==> config.mk <==
export PLATFORM = sky130hd
export DESIGN_NAME = sts_cell
export DESIGN_NICKNAME = d
export VERILOG_FILES = /design/src/sts_pkg.sv /design/src/sts_cell.sv
export SDC_FILE = /design/constraint.sdc
export NUM_CORES = 1
export LEC_CHECK = 0
export BUFFER_PORTS_ARGS = -buffer_cell sky130_fd_sc_hd__buf_2
export CORE_UTILIZATION = 51
export DETAILED_ROUTE_END_ITERATION = 6
export GPL_TIMING_DRIVEN = 0
export PLACE_DENSITY = 0.77
export SYNTH_ARGS = -nofsm -noshare
export SYNTH_HDL_FRONTEND = slang
export SYNTH_SLANG_ARGS = --single-unit
==> constraint.sdc <==
create_clock -name clk -period 4.5 [get_ports clk]
set_clock_uncertainty 0.15 [all_clocks]
set_input_delay 0.675 -clock clk [delete_from_list [all_inputs] [get_ports clk]]
set_output_delay 0.675 -clock clk [all_outputs]
set_load 0.05 [all_outputs]
==> src/sts_pkg.sv <==
`timescale 1ns / 1ps
// ----------------------------------------------------------------------------
// sts_pkg
// Shared constants and types of the sorted table: opcodes, status codes and
// the control word that travels down the cell chain with each request.
// ----------------------------------------------------------------------------
package sts_pkg;

    localparam int DEF_TABLE_DEPTH = 256;

    localparam int VALUE_W = 32;
    localparam int FIELD_W = 9;   // width of position and entry_count ports

    localparam logic OP_INSERT = 1'b0;
    localparam logic OP_SEARCH = 1'b1;

    localparam logic STATUS_DONE = 1'b0;
    localparam logic STATUS_FULL = 1'b1;

    // control word of a request token
    typedef struct packed {
        logic valid;      // token slot holds a request
        logic op;         // OP_INSERT or OP_SEARCH
        logic shifting;   // insert already placed, cells now shift right
        logic found;      // search has met an equal entry
        logic full;       // table was full when the request was taken
    } sts_tok_t;

endpackage

==> src/sts_cell.sv <==
`timescale 1ns / 1ps
// ----------------------------------------------------------------------------
// sts_cell
// One slot of the sorted table. Holds one entry and one request token stage;
// compares the passing token with its entry, takes part in the insert shift
// and hands the token to the next cell.
// ----------------------------------------------------------------------------
module sts_cell #(
    parameter int CELL_INDEX = 0,
    parameter int CNT_W      = 9
) (
    input  logic                               clk,
    input  logic                               rst_n,
    input  logic                               adv,
    input  sts_pkg::sts_tok_t                  tok_in,
    input  logic signed [sts_pkg::VALUE_W-1:0] key_in,
    input  logic signed [sts_pkg::VALUE_W-1:0] carry_in,
    input  logic [CNT_W-1:0]                   pos_in,
    input  logic [CNT_W-1:0]                   cnt_in,
    output sts_pkg::sts_tok_t                  tok_out,
    output logic signed [sts_pkg::VALUE_W-1:0] key_out,
    output logic signed [sts_pkg::VALUE_W-1:0] carry_out,
    output logic [CNT_W-1:0]                   pos_out,
    output logic [CNT_W-1:0]                   cnt_out
);

    logic signed [sts_pkg::VALUE_W-1:0] entry_reg;
    logic signed [sts_pkg::VALUE_W-1:0] entry_next;
    sts_pkg::sts_tok_t                  tok_reg;
    sts_pkg::sts_tok_t                  tok_next;
    logic signed [sts_pkg::VALUE_W-1:0] key_reg;
    logic signed [sts_pkg::VALUE_W-1:0] carry_reg;
    logic signed [sts_pkg::VALUE_W-1:0] carry_next;
    logic [CNT_W-1:0]                   pos_reg;
    logic [CNT_W-1:0]                   pos_next;
    logic [CNT_W-1:0]                   cnt_reg;

    logic occupied;
    logic is_insert;
    logic le_key;
    logic lt_key;
    logic eq_key;
    logic place;
    logic write_en;
    logic pos_inc;

    // slot holds a live entry for this token when it lies below the count
    assign occupied  = cnt_in > CNT_W'(CELL_INDEX);
    assign is_insert = tok_in.op == sts_pkg::OP_INSERT;
    assign le_key    = entry_reg <= key_in;
    assign lt_key    = entry_reg < key_in;
    assign eq_key    = entry_reg == key_in;

    // first slot past every entry <= key takes the new value
    assign place    = is_insert && !tok_in.full && !tok_in.shifting && (!occupied || !le_key);
    assign write_en = adv && tok_in.valid && is_insert && !tok_in.full
                      && (tok_in.shifting || place);
    assign pos_inc  = occupied && (is_insert ? le_key : lt_key);

    always_comb
    begin
        entry_next        = tok_in.shifting ? carry_in : key_in;
        carry_next        = (tok_in.shifting || place) ? entry_reg : carry_in;
        pos_next          = pos_in + CNT_W'(pos_inc);
        tok_next          = tok_in;
        tok_next.shifting = tok_in.shifting || place;
        tok_next.found    = tok_in.found || (occupied && eq_key);
    end

    always_ff @(posedge clk)
    begin
        if (write_en)
        begin
            entry_reg <= entry_next;
        end
    end

    always_ff @(posedge clk or negedge rst_n)
    begin
        if (!rst_n)
        begin
            tok_reg <= '0;
        end
        else if (adv)
        begin
            tok_reg <= tok_next;
        end
    end

    always_ff @(posedge clk)
    begin
        if (adv)
        begin
            key_reg   <= key_in;
            carry_reg <= carry_next;
            pos_reg   <= pos_next;
            cnt_reg   <= cnt_in;
        end
    end

    assign tok_out   = tok_reg;
    assign key_out   = key_reg;
    assign carry_out = carry_reg;
    assign pos_out   = pos_reg;
    assign cnt_out   = cnt_reg;

endmodule
==> run_results.csv <==
group,metric,value,unit
run,timing.max_cap.violations,0,
critical_path,cp_data_arrival_time,3850,ps
timing,layout_worst_path_cycle_share,85.7,%
clock_network,tritoncts,"done",
drt,initialDrtViolationCount,157,
pwr,max_rail_drop_vdd,276,uV
global_route,antenna_violations_before_repair,0,
drt,wl,12200,um
synthesis,synth.yosys.seq_area_share,64.8,%
clock_network,numCtsBuffers,17,
finish,fillers,737,
finish,final_nets,699,
global_route,vias_in_the_first_global_route,3893,
synthesis,syn_inst,379,
synthesis,unique_masters_post_synth,37,
clock_network,cts-root-buf,"sky130_fd_sc_hd__clkbuf_8",
synthesis,synth.top_cell.area_share,62.5,%
drt,post_drt_wl_per_cell,16.9,um
critical_path,data_required_time_of_the_worst_path,4490,ps
clock_network,cts_setup_buffers,0,
drt,route.vias.total,3815,
finish,multi_input_area,0.00170,sq mm
critical_path,worst-setup-path-type,"reg2reg",
global_route,overflow,0,
synthesis,synth_top_flop_cell,"sky130_fd_sc_hd__edfxtp_1",
critical_path,path_max_fanout,32,
synthesis,ys_top_cells_by_area,"sky130_fd_sc_hd__edfxtp_1 (63%), sky130_fd_sc_hd__ha_1 (7.8%), sky130_fd_sc_hd__mux2_4 (7.7%), sky130_fd_sc_hd__o21ai_0 (3.2%), sky130_fd_sc_hd__nand2_1 (2.6%)",
global_route,grt_first_pass_wirelength,19200,um
finish,final_layout_size_suffix_gt1_share,41.7,%
critical_path,setup.worst_path.start_class,"flip-flop",
timing,timing.final.hold_violations,0,
place,post-dp-hpwl,8980,um
place,place_ws,185,ps
finish,antenna-diode-count,0,
clock_network,cts.clk_slew.worst_paths,60,ps
drt,routed_via_density,5.27,
drt,antenna_violation_net_count_after_detailed_routing,0,
die,initial_util,52.8,%
timing,slew-limit-headroom,42.5,%
global_route,groute.usage.overall,23.3,%
critical_path,crit_path_end_kind,"flip-flop",
status,outcome,"complete, no violations",
synthesis,synth.ff_latch_count,119,
timing,rsz0062_at_grt,"no",
clock_network,cts.path.max_buffers,2,
timing,hold_slack,192,ps
timing,final_period_minus_worst_setup_slack,3860,ps
die,floorplan.core_area,0.0104,sq mm
clock_network,cts_num_sinks,119,
finish,flow.area_growth_from_synthesis,31.0,%
finish,final-seq-area,0.00355,sq mm
timing,finalSetupViolCount,0,
place,io_buffer_count,175,
synthesis,synth.net_count,503,
hold_path,worst_hold_path_type,"in2reg",
clock_network,worstSkewPairLatency,520,ps
pwr,static-leakage-power,0.00317,uW
clock_network,ctsHtreeMaxLevel,4,
synthesis,synth_warnings,0,
synthesis,yosysMostFrequentCell,"sky130_fd_sc_hd__edfxtp_1",
die,die-width,106,um
timing,total_negative_setup_slacks,0,ps
synthesis,synthDominantAreaCellType,"sky130_fd_sc_hd__edfxtp_1",
drt,detail_route.first_pass.iterations,4,
synthesis,post_synth_instance_area,0.00548,sq mm
die,ios,177,
die,fp-row-count,37,
die,die_h,106,um
timing,worst-slew-pin-transition,862,ps
global_route,maximum_number_of_pins_on_one_net_before_global_route_repair,55,
timing,fmax,259,MHz
drt,route.detailed.drc,0,
synthesis,async_reset_ff_share,4.20,%
place,place_congestion,0.775,
synthesis,postSynthAreaPerCell,14.4,sq um
synthesis,synth_commonest_cells,"sky130_fd_sc_hd__edfxtp_1 (114), sky130_fd_sc_hd__nand2_1 (38), sky130_fd_sc_hd__o21ai_0 (35), sky130_fd_sc_hd__ha_1 (34), sky130_fd_sc_hd__inv_1 (34)",
pwr,power_density,444,mW/mm^2
synthesis,synth-edff-count,114,
timing,final_critical_path_setup_slack,644,ps
die,die_footprint,0.0112,sq mm
timing,final_max_slew_viol_count,0,
logic make-up (layout without fill, tap and decap cells):
logic type	Yosys count	count (layout)	synth area share, %
AND/OR/NAND/NOR	76	76	6.54
flip-flops	119	119	64.8
AO/OA/AOI/OAI	60	60	6.15
multiplexers	37	37	9.53
XOR/XNOR	7	7	1.12
adder cells (fa/ha/maj)	34	34	7.77
buffers and inverters	46	255	4.09
routing by layer:
layer  wire [um]  part of all wire (%)  vias to the layer above  global-route usage, %
li1            -                     -                     1807                      -
met1        4660                    38                     1803                   26.8
met2        6340                    52                      184                   40.4
met3        1020                   8.3                       21                   7.61
met4         215                   1.8                        0                   9.33
met5           0                     0                        -                      0
layout make-up:
cell class | count | area share [%]
plain buffers | 12 | 1.34
inverters | 34 | 1.78
clock inverters | 11 | 2.50
clock buffers | 21 | 5.98
well taps | 136 | 2.37
repair buffers | 177 | 12.8
flip-flops and latches | 119 | 49.5
multi-input cells | 214 | 23.8
cell usage in the layout (no fill, tap or decap), drive strengths merged:
cell type / n
and4: 2
nand2: 38
a21o: 1
or3b: 1
buf: 180
a221o: 1
a22o: 1
o21ai: 35
o22ai: 1
dlygate4sd3: 1
xor2: 1
nor3: 3
inv: 34
o41a: 1
bufinv: 5
clkinv: 6
a31oi: 1
clkbuf: 29
o21a: 1
o211ai: 1
a22oi: 1
dfrtp: 5
xnor2: 6
a221oi: 1
a21boi: 2
nor4: 2
nand4: 11
nor2: 7
ha: 34
edfxtp: 114
a21oi: 13
nand3b: 1
mux2: 37
and2: 1
nand3: 8
and3: 1
nor2b: 1
timing repair:
action / CTS / global route
gates resized for setup: 0 / 0
hold buffers: 1 / 0
hold endpoints to repair: 5 / 0
final timing paths:
| path | startpoint | to | slack, ps | depth (start not counted) |
|---|---|---|---|---|
| min in group asynchronous | rst_n | tok_out[2] | 370 | 2 |
| worst max register to register | entry_reg[31] | entry_reg[19] | 640 | 9 |
| worst min register to register | tok_out[4] | tok_out[4] | 350 | 1 |
| max in group asynchronous | rst_n | tok_out[3] | 3680 | 2 |
| worst min-delay path | key_in[26] | key_out[26] | 190 | 1 |
| worst max-delay path | entry_reg[31] | entry_reg[19] | 640 | 9 |
where the power goes:
part,switching (uW),internal [uW],leakage (uW)
clock,453,947,0.000301
combinational,338,142,0.00171
sequential,17.3,1290,0.00115
per-stage QoR:
step | utilization (%) | cells | power (uW) | cell area (sq um)
after floorplan | - | 379 | 1660 | 5480
after global placement | 62.9 | 690 | 1800 | 6520
after detailed placement | 63.2 | 691 | 1810 | 6550
after CTS | 69.1 | 724 | 3210 | 7170
after global routing | 69.1 | 724 | 3290 | 7170
final | 69.1 | 724 | 3190 | 7170
worst max-delay path: stages (launching register included):
cell	delay (ps)
sky130_fd_sc_hd__edfxtp_1	410
sky130_fd_sc_hd__ha_1	350
sky130_fd_sc_hd__nand4_1	190
sky130_fd_sc_hd__nor4_1	590
sky130_fd_sc_hd__o41a_1	270
sky130_fd_sc_hd__or3b_1	150
sky130_fd_sc_hd__a221o_1	160
sky130_fd_sc_hd__buf_6	160
sky130_fd_sc_hd__buf_8	170
sky130_fd_sc_hd__and4_2	830
Note: power is estimated with default switching activity, not from simulation.
